==> src/hdl/wlae_pkg.sv <==
// Shared types and constants of the wavelet LSB audio extractor.
package wlae_pkg;

    localparam int SMP_FIELD_W = 24;
    localparam int N_SMP       = 8;
    localparam int N_PAIR      = 4;
    localparam int N_COEF      = 6;
    localparam int FIELD_W     = 12;
    localparam int HDR_L1_W    = 6;
    localparam int HDR_L2_W    = 4;
    localparam int EXT_W       = 28;
    localparam int STREAM_W    = N_COEF * FIELD_W;
    localparam int NB_W        = 7;
    localparam int BYTE_W      = 8;
    localparam int BUF_W       = STREAM_W + BYTE_W;
    localparam int CNT_W       = 7;
    localparam int LEN_W       = 32;
    localparam int CFG_IDX_W   = 2;
    localparam int CFG_DATA_W  = 4;
    localparam int BITS_W      = 4;

    localparam logic [BITS_W-1:0] MAX_FIELD = 4'd12;

    localparam logic KIND_LENGTH = 1'b0;
    localparam logic KIND_BYTE   = 1'b1;

    typedef enum logic [1:0] {
        PH_HEADER,
        PH_MESSAGE,
        PH_DONE
    } phase_t;

    typedef enum logic [CFG_IDX_W-1:0] {
        REG_STEREO_MODE,
        REG_LEVEL1_BITS,
        REG_LEVEL2_BITS,
        REG_START_DEPTH
    } cfg_reg_t;

    typedef struct packed {
        logic              stereo;
        logic [BITS_W-1:0] l1_bits;
        logic [BITS_W-1:0] l2_bits;
        logic [BITS_W-1:0] depth;
    } cfg_t;

    typedef struct packed {
        logic [STREAM_W-1:0] stream;
        logic [NB_W-1:0]     nbits;
        logic [LEN_W-1:0]    length;
    } blk_t;

endpackage

==> src/hdl/wlae_xform.sv <==
// Lifting transform pipeline and hidden-field extraction for one block.
module wlae_xform import wlae_pkg::*; #(
    parameter int SAMPLE_BITS = 24
) (
    input  logic                         aclk,
    input  logic                         aresetn,
    input  cfg_t                         cfg,
    input  logic                         s_tvalid,
    output logic                         s_tready,
    input  logic [N_SMP*SMP_FIELD_W-1:0] s_tdata,
    output logic                         blk_valid,
    input  logic                         blk_ready,
    output blk_t                         blk
);

    localparam int DW = SAMPLE_BITS + 2;

    logic signed [SAMPLE_BITS-1:0] smp_reg [N_SMP];
    logic signed [DW-1:0]          pa [N_PAIR];
    logic signed [DW-1:0]          pb [N_PAIR];
    logic signed [DW-1:0]          d1_next [N_PAIR];
    logic signed [DW-1:0]          avg1_next [N_PAIR];
    logic signed [DW-1:0]          rnd [N_PAIR];
    logic signed [DW-1:0]          d1_reg [N_PAIR];
    logic signed [DW-1:0]          avg1_reg [N_PAIR];
    logic signed [DW-1:0]          d2 [2];
    logic signed [DW-1:0]          coef [N_COEF];
    logic                          is_l2 [N_COEF];
    logic signed [EXT_W-1:0]       sh [N_COEF];
    logic [FIELD_W-1:0]            fld [N_COEF];
    logic [FIELD_W-1:0]            f_al [N_COEF];
    logic [BITS_W-1:0]             wid [N_COEF];
    logic [NB_W-1:0]               off [N_COEF];
    logic [BITS_W-1:0]             n1;
    logic [BITS_W-1:0]             n2;
    logic [LEN_W-1:0]              hdr_word;
    blk_t                          blk_next;
    blk_t                          blk_reg;
    logic                          a_vld_reg, b_vld_reg, c_vld_reg;
    logic                          a_ready, b_ready, c_ready;

    assign c_ready   = !c_vld_reg || blk_ready;
    assign b_ready   = !b_vld_reg || c_ready;
    assign a_ready   = !a_vld_reg || b_ready;
    assign s_tready  = a_ready;
    assign blk_valid = c_vld_reg;
    assign blk       = blk_reg;

    always_ff @(posedge aclk) begin
        if (!aresetn) begin
            a_vld_reg <= 1'b0;
            b_vld_reg <= 1'b0;
            c_vld_reg <= 1'b0;
        end else begin
            if (a_ready) begin
                a_vld_reg <= s_tvalid;
            end
            if (b_ready) begin
                b_vld_reg <= a_vld_reg;
            end
            if (c_ready) begin
                c_vld_reg <= b_vld_reg;
            end
        end
    end

    always_ff @(posedge aclk) begin
        if (a_ready && s_tvalid) begin
            for (int i = 0; i < N_SMP; i++) begin
                smp_reg[i] <= s_tdata[i*SMP_FIELD_W +: SAMPLE_BITS];
            end
        end
        if (b_ready && a_vld_reg) begin
            d1_reg   <= d1_next;
            avg1_reg <= avg1_next;
        end
        if (c_ready && b_vld_reg) begin
            blk_reg <= blk_next;
        end
    end

    // first level: stereo pairs per channel, mono pairs per half
    always_comb begin
        for (int p = 0; p < N_PAIR; p++) begin
            if (cfg.stereo) begin
                pa[p] = DW'(smp_reg[(p % 2) * 4 + p / 2]);
                pb[p] = DW'(smp_reg[(p % 2) * 4 + p / 2 + 2]);
            end else begin
                pa[p] = DW'(smp_reg[2 * p]);
                pb[p] = DW'(smp_reg[2 * p + 1]);
            end
            d1_next[p]   = pb[p] - pa[p];
            rnd[p]       = d1_next[p] + $signed({{(DW-1){1'b0}}, d1_next[p][DW-1]});
            avg1_next[p] = pa[p] + (rnd[p] >>> 1);
        end
    end

    // second level details, field extraction and bit packing
    always_comb begin
        d2[0] = avg1_reg[1] - avg1_reg[0];
        d2[1] = avg1_reg[3] - avg1_reg[2];
        if (cfg.stereo) begin
            coef[0] = d1_reg[0]; is_l2[0] = 1'b0;
            coef[1] = d1_reg[2]; is_l2[1] = 1'b0;
            coef[2] = d2[0];     is_l2[2] = 1'b1;
            coef[3] = d2[1];     is_l2[3] = 1'b1;
            coef[4] = d1_reg[1]; is_l2[4] = 1'b0;
            coef[5] = d1_reg[3]; is_l2[5] = 1'b0;
        end else begin
            coef[0] = d1_reg[0]; is_l2[0] = 1'b0;
            coef[1] = d2[0];     is_l2[1] = 1'b1;
            coef[2] = d1_reg[1]; is_l2[2] = 1'b0;
            coef[3] = d1_reg[2]; is_l2[3] = 1'b0;
            coef[4] = d2[1];     is_l2[4] = 1'b1;
            coef[5] = d1_reg[3]; is_l2[5] = 1'b0;
        end
        n1 = (cfg.l1_bits > MAX_FIELD) ? MAX_FIELD : cfg.l1_bits;
        n2 = (cfg.l2_bits > MAX_FIELD) ? MAX_FIELD : cfg.l2_bits;
        blk_next.stream = '0;
        for (int i = 0; i < N_COEF; i++) begin
            sh[i]   = EXT_W'(coef[i]) >>> cfg.depth;
            fld[i]  = sh[i][FIELD_W-1:0];
            wid[i]  = is_l2[i] ? n2 : n1;
            f_al[i] = FIELD_W'(fld[i] << (BITS_W'(FIELD_W) - wid[i]));
            if (i == 0) begin
                off[i] = '0;
            end else begin
                off[i] = off[i-1] + NB_W'(wid[i-1]);
            end
            blk_next.stream = blk_next.stream |
                ({f_al[i], {(STREAM_W-FIELD_W){1'b0}}} >> off[i]);
        end
        blk_next.nbits = off[N_COEF-1] + NB_W'(wid[N_COEF-1]);
        if (cfg.stereo) begin
            hdr_word = {fld[0][HDR_L1_W-1:0], fld[1][HDR_L1_W-1:0],
                        fld[2][HDR_L2_W-1:0], fld[3][HDR_L2_W-1:0],
                        fld[4][HDR_L1_W-1:0], fld[5][HDR_L1_W-1:0]};
        end else begin
            hdr_word = {fld[0][HDR_L1_W-1:0], fld[1][HDR_L2_W-1:0],
                        fld[2][HDR_L1_W-1:0], fld[3][HDR_L1_W-1:0],
                        fld[4][HDR_L2_W-1:0], fld[5][HDR_L1_W-1:0]};
        end
        blk_next.length = {hdr_word[7:0], hdr_word[15:8],
                           hdr_word[23:16], hdr_word[31:24]};
    end

endmodule

==> src/hdl/wlae_drain.sv <==
// Bit buffer, message state and a result register that sends one byte per cycle while results are taken.
module wlae_drain import wlae_pkg::*; (
    input  logic              aclk,
    input  logic              aresetn,
    input  logic              blk_valid,
    output logic              blk_ready,
    input  blk_t              blk,
    output logic              m_tvalid,
    input  logic              m_tready,
    output logic [LEN_W-1:0]  m_tdata,
    output logic              m_tlast,
    output logic [1:0]        m_tuser
);

    phase_t            phase_reg, phase_next, phase_e;
    logic [BUF_W-1:0]  buf_reg, buf_next, base_buf;
    logic [CNT_W-1:0]  cnt_reg, cnt_next, cnt_e, base_cnt;
    logic [LEN_W-1:0]  rem_reg, rem_next, rem_e;
    logic              m_valid_reg, m_valid_next;
    logic [LEN_W-1:0]  m_data_reg, m_data_next;
    logic              m_kind_reg, m_kind_next;
    logic              m_last_reg, m_last_next;
    logic              m_fin_reg, m_fin_next;
    logic              out_free, busy, emit, fin_e, after_ok, take;

    assign m_tvalid = m_valid_reg;
    assign m_tdata  = m_data_reg;
    assign m_tlast  = m_last_reg;
    assign m_tuser  = {m_fin_reg, m_kind_reg};

    always_ff @(posedge aclk) begin
        if (!aresetn) begin
            phase_reg   <= PH_HEADER;
            cnt_reg     <= '0;
            rem_reg     <= '0;
            m_valid_reg <= 1'b0;
        end else begin
            phase_reg   <= phase_next;
            cnt_reg     <= cnt_next;
            rem_reg     <= rem_next;
            m_valid_reg <= m_valid_next;
        end
    end

    always_ff @(posedge aclk) begin
        buf_reg    <= buf_next;
        m_data_reg <= m_data_next;
        m_kind_reg <= m_kind_next;
        m_last_reg <= m_last_next;
        m_fin_reg  <= m_fin_next;
    end

    always_comb begin
        out_free = !m_valid_reg || m_tready;
        busy     = (phase_reg == PH_MESSAGE) && (cnt_reg >= CNT_W'(BYTE_W));
        emit     = busy && out_free;
        cnt_e    = cnt_reg - CNT_W'(BYTE_W);
        rem_e    = rem_reg - LEN_W'(1);
        fin_e    = (rem_e == '0);
        after_ok = !busy || (emit && ((cnt_e < CNT_W'(BYTE_W)) || fin_e));
        phase_e  = (emit && fin_e) ? PH_DONE : phase_reg;
        take     = blk_valid && after_ok && ((phase_e != PH_HEADER) || out_free);
        base_buf = emit ? (buf_reg << BYTE_W) : buf_reg;
        base_cnt = emit ? cnt_e : cnt_reg;

        phase_next   = phase_reg;
        buf_next     = buf_reg;
        cnt_next     = cnt_reg;
        rem_next     = rem_reg;
        m_valid_next = m_valid_reg && !m_tready;
        m_data_next  = m_data_reg;
        m_kind_next  = m_kind_reg;
        m_last_next  = m_last_reg;
        m_fin_next   = m_fin_reg;

        // advance one byte
        if (emit) begin
            m_valid_next = 1'b1;
            m_data_next  = LEN_W'(buf_reg[BUF_W-1 -: BYTE_W]);
            m_kind_next  = KIND_BYTE;
            m_last_next  = (cnt_e < CNT_W'(BYTE_W)) || fin_e;
            m_fin_next   = fin_e;
            rem_next     = rem_e;
            if (fin_e) begin
                phase_next = PH_DONE;
                cnt_next   = '0;
                buf_next   = '0;
            end else begin
                buf_next = base_buf;
                cnt_next = cnt_e;
            end
        end

        if (take) begin
            case (phase_e)
                PH_HEADER: begin
                    m_valid_next = 1'b1;
                    m_data_next  = blk.length;
                    m_kind_next  = KIND_LENGTH;
                    m_last_next  = 1'b1;
                    m_fin_next   = (blk.length == '0);
                    rem_next     = blk.length;
                    phase_next   = (blk.length == '0) ? PH_DONE : PH_MESSAGE;
                    cnt_next     = '0;
                    buf_next     = '0;
                end
                PH_MESSAGE: begin
                    buf_next = base_buf |
                        ({blk.stream, {(BUF_W-STREAM_W){1'b0}}} >> base_cnt[2:0]);
                    cnt_next = base_cnt + CNT_W'(blk.nbits);
                end
                default: begin
                    // drop the item
                end
            endcase
        end
    end

    assign blk_ready = take;

`ifndef SYNTH
    a_done_empty: assert property (@(posedge aclk) disable iff (!aresetn)
        (phase_reg == PH_DONE) |-> (cnt_reg == '0))
        else $error("bits left in buffer after completion");
    a_hdr_empty: assert property (@(posedge aclk) disable iff (!aresetn)
        (phase_reg == PH_HEADER) |-> (cnt_reg == '0) && (rem_reg == '0))
        else $error("buffer not empty before header");
    a_msg_rem: assert property (@(posedge aclk) disable iff (!aresetn)
        (phase_reg == PH_MESSAGE) |-> (rem_reg != '0))
        else $error("message phase with no bytes outstanding");
    a_final_done: assert property (@(posedge aclk) disable iff (!aresetn)
        (emit && fin_e) |=> (phase_reg == PH_DONE) && m_valid_reg && m_fin_reg)
        else $error("final byte did not end the message");
    a_cnt_range: assert property (@(posedge aclk) disable iff (!aresetn)
        cnt_reg < CNT_W'(BUF_W))
        else $error("bit count beyond buffer");
`endif

endmodule

==> src/hdl/wavelet_lsb_audio_extractor.sv <==
// Top level of the wavelet LSB audio extractor.
// Takes one block of eight PCM samples per item, runs a two-level integer Haar
// lifting transform on it and recovers the hidden bits from six detail
// coefficients. The first block yields the 32-bit message length; later blocks
// yield message bytes until that many bytes have been given, after which items
// are taken and dropped. An item passes three pipeline registers (samples,
// first-level results, packed block) to the byte drain, whose result register
// takes the length word directly; a message block first enters the bit buffer.
// New blocks are taken while earlier ones are in flight as long as the drain
// takes them; a block yielding n bytes (n at most nine) holds the drain until
// they have left, as one result register sends one byte per cycle while
// results are taken. Configuration takes effect on the next block and is to be
// written while no item is in flight.
module wavelet_lsb_audio_extractor import wlae_pkg::*; #(
    parameter int SAMPLE_BITS = 24
) (
    input  logic                         aclk,
    input  logic                         aresetn,
    input  logic                         cfg_wr_en,
    input  logic [CFG_IDX_W-1:0]         cfg_addr,
    input  logic [CFG_DATA_W-1:0]        cfg_wdata,
    input  logic                         s_tvalid,
    output logic                         s_tready,
    // sample_0 .. sample_7, 24 bits each
    input  logic [N_SMP*SMP_FIELD_W-1:0] s_tdata,
    output logic                         m_tvalid,
    input  logic                         m_tready,
    // value
    output logic [LEN_W-1:0]             m_tdata,
    output logic                         m_tlast,
    // kind, finished
    output logic [1:0]                   m_tuser
);

    cfg_t cfg_reg;
    logic blk_valid;
    logic blk_ready;
    blk_t blk;

    always_ff @(posedge aclk) begin
        if (!aresetn) begin
            cfg_reg.stereo  <= 1'b1;
            cfg_reg.l1_bits <= 4'd7;
            cfg_reg.l2_bits <= 4'd5;
            cfg_reg.depth   <= 4'd0;
        end else if (cfg_wr_en) begin
            case (cfg_reg_t'(cfg_addr))
                REG_STEREO_MODE: cfg_reg.stereo  <= cfg_wdata[0];
                REG_LEVEL1_BITS: cfg_reg.l1_bits <= cfg_wdata;
                REG_LEVEL2_BITS: cfg_reg.l2_bits <= cfg_wdata;
                REG_START_DEPTH: cfg_reg.depth   <= cfg_wdata;
                default: begin
                end
            endcase
        end
    end

    wlae_xform #(
        .SAMPLE_BITS(SAMPLE_BITS)
    ) u_xform (
        .aclk      (aclk),
        .aresetn   (aresetn),
        .cfg       (cfg_reg),
        .s_tvalid  (s_tvalid),
        .s_tready  (s_tready),
        .s_tdata   (s_tdata),
        .blk_valid (blk_valid),
        .blk_ready (blk_ready),
        .blk       (blk)
    );

    wlae_drain u_drain (
        .aclk      (aclk),
        .aresetn   (aresetn),
        .blk_valid (blk_valid),
        .blk_ready (blk_ready),
        .blk       (blk),
        .m_tvalid  (m_tvalid),
        .m_tready  (m_tready),
        .m_tdata   (m_tdata),
        .m_tlast   (m_tlast),
        .m_tuser   (m_tuser)
    );

endmodule
==> config.mk <==
export PLATFORM = sky130hd
export DESIGN_NAME = wavelet_lsb_audio_extractor
export DESIGN_NICKNAME = d
export VERILOG_FILES = /design/src/hdl/wlae_pkg.sv /design/src/hdl/wlae_xform.sv /design/src/hdl/wlae_drain.sv /design/src/hdl/wavelet_lsb_audio_extractor.sv
export SDC_FILE = /design/constraint.sdc
export NUM_CORES = 2
export LEC_CHECK = 0
export BUFFER_PORTS_ARGS = -buffer_cell sky130_fd_sc_hd__buf_4
export CAP_MARGIN = 40
export CORE_MARGIN = 2
export CORE_UTILIZATION = 60
export CTS_CLUSTER_SIZE = 25
export DETAILED_ROUTE_END_ITERATION = 10
export GPL_TIMING_DRIVEN = 0
export PLACE_DENSITY = 0.85
export SYNTH_ARGS = -nofsm -noshare
export SYNTH_HDL_FRONTEND = slang
export SYNTH_SLANG_ARGS = --single-unit
==> constraint.sdc <==
create_clock -name aclk -period 33.8 [get_ports aclk]
set_clock_uncertainty 0.05 [all_clocks]
set_input_delay 6.76 -clock aclk [delete_from_list [all_inputs] [get_ports aclk]]
set_output_delay 6.76 -clock aclk [all_outputs]
set_load 0.1 [all_outputs]
==> results of run 1 <==
per-stage QoR:
stage                     setup WS, ns  instances  area [sq um]  hold WS, ns
after global placement           11.91       9123         66600        0.395
after CTS                        17.93       9407         70800        0.418
after floorplan                  15.64       7505         63100        0.388
after detailed placement         18.38       9270         68200        0.408
cells by family after synthesis:
kind of cell    Yosys count
flops                   683
compound gates         2345
xor+xnor                337
simple gates           2569
buf+inv                 759
mux                     516
fa+ha+maj               296
metal layers:
layer  global-route usage (%)  overflow
met1                     77.7         0
met2                     85.5        12
met3                     57.4         0
met4                     53.7        27
met5                     29.8         0
Yosys cell counts, drive strengths merged, types with 81 or more instances:
cell / instances
dfxtp: 173
mux4: 86
mux2: 137
nand3: 305
nor2: 614
ha: 281
a21o: 98
and2: 91
xor2: 90
o21ai: 380
edfxtp: 510
clkbuf: 313
nor3: 200
o22ai: 123
mux2i: 293
xnor2: 247
a211oi: 123
o211ai: 115
a21boi: 96
inv: 311
nand2: 856
a21oi: 496
nor2b: 81
buf: 128
==> results.txt, run 1 <==
----------------------------------------------------
[Yosys]
  Number of synthesized flops with an enable pin ... 510
  Post-synthesis share of cell area spent on and, or, nand and nor gates ... 18.9%
  Part of the Yosys area used for sequential elements ... 29.8%
  Xor/xnor share of the synthesized area ... 4.68%
  Syn Nets ... 8004
  Synthesized-area fraction occupied by ao, oa, aoi and oai cells ... 25.8%
  Mean area per synthesized cell ... 8.41 sq um
  Register bit total from synthesis ... 683
  Synthesis Warnings ... 0
  Proportion of register bits with asynchronous set or reset after synthesis ... 0%
  Number of distinct library cells after synthesis ... 112
  Synth area leaders ... sky130_fd_sc_hd__edfxtp_1 24%, sky130_fd_sc_hd__ha_1 5.6%, sky130_fd_sc_hd__dfxtp_1 5.5%
  Library cell occupying the most area in the post-synthesis netlist ... sky130_fd_sc_hd__edfxtp_1
  Synth Area in Adders ... 6.05%
  Commonest register cell after synthesis ... sky130_fd_sc_hd__edfxtp_1
  Count of mapped cells out of synthesis ... 7505
  Combinational family with the most area after synthesis ... compound AO/OA/AOI/OAI gates
  Fraction of synthesized area in multiplexers ... 10.2%
  Fraction of synthesized cell area taken by the top area cell type ... 24.3%
  Mapped cell area ... 63100 sq um

[Run status]
  Run status ... did not finish
  Step where the flow halted ... 5_1_grt
  Halt Reason ... [ERROR GRT-0232] Routing congestion too high. Check the congestion heatmap in the GUI.

[Floorplanning]
  Initial Util ... 60.7%
  Row cnt ... 118
  Height of the chip ... 328 um
  Horizontal extent of the die ... 328 um
  Number of ports placed on the die boundary ... 240

[GRT]
  Final global-route overflow total ... 39
  Global routing usage summed across all routing layers ... 71.0%
  Maximum number of pins on one net before global-route repair ... 36

[Clock network]
  CTS Hold Buffers Added ... 0
  Cell at the root of the clock tree ... sky130_fd_sc_hd__clkbuf_16
  Number of clock sinks ... 683
  Setup fix buffers added after clock tree synthesis ... 0
  Number of cells upsized or downsized after cts ... 0
  CTS buffer count ... 75
  Number of levels in the clock H-tree ... 3
  Deepest clock path buffer count ... 3

[Placed design]
  Total half-perimeter wirelength after legalization and detailed placement ... 279 mm
  Routability Congestion ... 1.27
  Number of buffers added on ports ... 238

----------------------------------------------------
==> run 2, diff against run 1 <==
CORE_UTILIZATION = 40   (was 60)
CTS_CLUSTER_SIZE = unset   (was 25)
PLACE_DENSITY = unset   (was 0.85)
PLACE_DENSITY_LB_ADDON = 0.15   (was unset)
==> run 2 against run 1 <==
Compared with the run above:
- synthesized area unchanged
- synthesized cell count unchanged
- the run now ends clean
==> results.txt, run 2 <==
----------------------------------------------------
[Run status]
  Run status ... finished, final reports clean (was did not finish)

[Clock network]
  Number of clock sinks ... 683 (unchanged)
  Clock input transition at the sequential cells of the worst setup and hold paths ... 0.07 ns
  Cell at the root of the clock tree ... sky130_fd_sc_hd__clkbuf_16 (unchanged)
  CTS Hold Buffers Added ... 0 (unchanged)
  Deepest clock path buffer count ... 3 (unchanged)
  CTS tree ... yes
  CTS buffer count ... 78 (was 75)
  Setup fix buffers added after clock tree synthesis ... 0 (unchanged)
  Number of levels in the clock H-tree ... 3 (unchanged)
  Number of cells upsized or downsized after cts ... 0 (unchanged)
  Clock insertion delay at the later pin of the skew report ... 0.74 ns

[Final layout]
  Most common library cell in the layout ignoring fill and taps ... sky130_fd_sc_hd__nand2_1
  Core occupancy in the finished layout ... 46.5%
  Filler cell count in the final layout ... 15200
  Synth-to-Final Area Change ... 15.3%
  Share of post-route cells with drive strength above 1 ... 12.1%
  Number of nets in the finished design ... 8572
  Max reg flops ... 192
  Most frequent cells in the layout ... 855 x sky130_fd_sc_hd__nand2_1, 611 x sky130_fd_sc_hd__nor2_1, 510 x sky130_fd_sc_hd__edfxtp_1

[GRT]
  First-pass GRT wire length ... 518 mm
  Global routing usage summed across all routing layers ... 45.5%
  Final global-route overflow total ... 0
  Vias in the first global route ... 65100
  Maximum number of pins on one net before global-route repair ... 35
  Antenna violations before repair ... 32

[Yosys]
  Fraction of synthesized cell area taken by the top area cell type ... 24.3% (unchanged)
  Mean area per synthesized cell ... 8.41 sq um (unchanged)
  Part of the Yosys area used for sequential elements ... 29.8% (unchanged)
  Commonest register cell after synthesis ... sky130_fd_sc_hd__edfxtp_1 (unchanged)
  Proportion of register bits with asynchronous set or reset after synthesis ... 0% (unchanged)
  Mapped cell area ... 63100 sq um (unchanged)
  Library cell occupying the most area in the post-synthesis netlist ... sky130_fd_sc_hd__edfxtp_1 (unchanged)
  Count of mapped cells out of synthesis ... 7505 (unchanged)
  Synth area leaders ... sky130_fd_sc_hd__edfxtp_1 24%, sky130_fd_sc_hd__ha_1 5.6%, sky130_fd_sc_hd__dfxtp_1 5.5% (unchanged)
  Syn Nets ... 8004 (unchanged)
  Number of distinct library cells after synthesis ... 112 (unchanged)
  Most used standard cell by instance count after synthesis ... sky130_fd_sc_hd__nand2_1 (unchanged)
  Synthesis Warnings ... 0 (unchanged)
  Register bit total from synthesis ... 683 (unchanged)
  Most frequent cells after synthesis ... 855 x sky130_fd_sc_hd__nand2_1, 614 x sky130_fd_sc_hd__nor2_1, 510 x sky130_fd_sc_hd__edfxtp_1 (unchanged)
  Number of synthesized flops with an enable pin ... 510 (unchanged)

[Floorplanning]
  Horizontal extent of the die ... 401 um (was 328 um)
  Area of the die ... 161000 sq um
  Row cnt ... 145 (was 118)
  Std-Cell Core Area ... 156000 sq um
  Initial Util ... 40.4% (was 60.7%)
  Number of ports placed on the die boundary ... 240 (unchanged)
  Height of the chip ... 401 um (was 328 um)

[Setup path]
  Critical path start-end classification ... reg2reg
  Critical path arrival ... 17.16 ns
  Critical path buffers and inverters ... 13
  Cell type group with the largest total delay on the critical path ... buffers and inverters
  Kind of end point of the critical path ... flip-flop
  Critical path required time ... 34.16 ns
  Slowest cell on the critical path ... sky130_fd_sc_hd__buf_1
  Startpoint kind of the worst setup timing path ... flip-flop
  CP max stage delay ... 0.81 ns
  Worst-path maximum fanout ... 10

[Timing]
  Number of endpoints failing setup at the final stage ... 0
  Final hold slack ... 0.407 ns
  Final worst path period need ... 16.80 ns
  Number of slew-limit violations in the final report ... 0
  Worst Slack Setup Final ... 17.00 ns
  Normalized max-slew margin ... 18.1%
  Final period util ... 49.7%
  Endpoints failing hold ... 0
  Unrepaired setup endpoints after global routing ... no
  Slew at the pin with the worst max-slew slack ... 1.23 ns
  Summed negative setup slack over all endpoints ... 0 ns
  Achievable Freq ... 59.5 MHz

[Placed design]
  Total half-perimeter wirelength after legalization and detailed placement ... 316 mm (was 279 mm)
  Worst Setup Slack post-DPL ... 18.02 ns (was 18.38 ns)
  Number of buffers added on ports ... 238 (unchanged)
  Routability Congestion ... 1.10 (was 1.27)

[Detailed routing]
  Pre-antenna DRT Iters ... 11
  Routed wirelength normalized by instance count ... 37.4 um
  DRC viols ... 0
  Post-detailed-route via-to-cell ratio ... 7.02
  Final antenna-violating net count ... 0
  Starting DRC count in detailed routing ... 12300
  Drt total wl ... 382 mm
  DR vias ... 71700

[Pwr]
  Power density over the cells ... 83.9 nW/um^2
  Worst ir drop on vdd ... 64.6 uV
  Standby leakage power ... 28.2 nW
  Final Total Pwr ... 6.11 mW

[Hold path]
  Type of the tightest min-delay check ... reg2reg

[Flow run]
  Total of max-cap violations ... 0

----------------------------------------------------
[run 2: cell counts after synthesis]
Identical to the previous run, type by type.
[run 2: worst reg2reg max path: cells and delay by family (launching register included)]
| kind | cells | cell delay, ns |
|---|---|---|
| AND/OR/NAND/NOR | 4 | 0.75 |
| AO/OA/AOI/OAI | 25 | 6.39 |
| multiplexers | 1 | 0.70 |
| buffers and inverters | 13 | 6.73 |
| adder cells (fa/ha/maj) | 3 | 0.88 |
| XOR/XNOR | 1 | 0.27 |
| flip-flops | 1 | 0.75 |
[run 2: path summary, 6_finish.rpt]
path	endpoint	cells after the start	from	slack, ns
worst max-delay path	u_xform.avg1_reg[51]$_DFFE_PP_	47	cfg_reg[12]$_SDFFE_PN1P_	17.00
worst min-delay path	u_drain.m_tdata[28]$_DFF_P_	2	u_drain.m_tdata[28]$_DFF_P_	0.41
worst max register to register	u_xform.avg1_reg[51]$_DFFE_PP_	47	cfg_reg[12]$_SDFFE_PN1P_	17.00
worst min register to register	u_drain.m_tdata[28]$_DFF_P_	2	u_drain.m_tdata[28]$_DFF_P_	0.41
[run 2: final cells by class]
cell class / instances / area (sq um) / area share, %
Clock buffer: 96 / 2110 / 2.90
Buffer: 441 / 1730 / 2.38
Antenna cell: 17 / 42.5 / 0.0585
Sequential cell: 683 / 18800 / 25.8
Clock inverter: 46 / 549 / 0.755
Tap cell: 2058 / 2570 / 3.54
Timing Repair Buffer: 488 / 4280 / 5.88
Inverter: 318 / 1190 / 1.64
Multi-Input combinational cell: 6063 / 41500 / 57.0
[run 2: cells by family (layout without fill, tap and decap cells)]
group,after synthesis,in the layout,synth area share (%)
AOI/OAI and AO/OA,2345,2345,25.8
xor gates and xnor gates,337,337,4.68
adders and majority gates,296,296,6.05
buffers and inverters,759,1389,4.63
DFF,683,683,29.8
muxes,516,516,10.2
other,0,17,0
and+or+nand+nor,2569,2569,18.9
[run 2: power by group]
group	switching (mW)	internal, mW
sequential	0.0834	1.09
clock	0.382	0.505
combinational	2.92	1.13
total	3.39	2.72
[run 2: per-stage QoR]
stage               instance area (sq um)  std cells
floorplan                           63100       7505
global placement                    67500       9801
detailed placement                  70000      10000
CTS                                 72700      10200
global route                        72700      10200
finish                              72800      10200
[run 2: layer usage]
layer  vias to the layer above  share of wire, %  global-route usage, %
li1                      29800                 -                      -
met5                         -             0.086                  0.238
met1                     35000                41                   61.8
met4                        32               5.9                   21.7
met2                      5723                38                   60.6
met3                      1092                15                   20.0
Note: power is estimated with default switching activity, not from simulation.
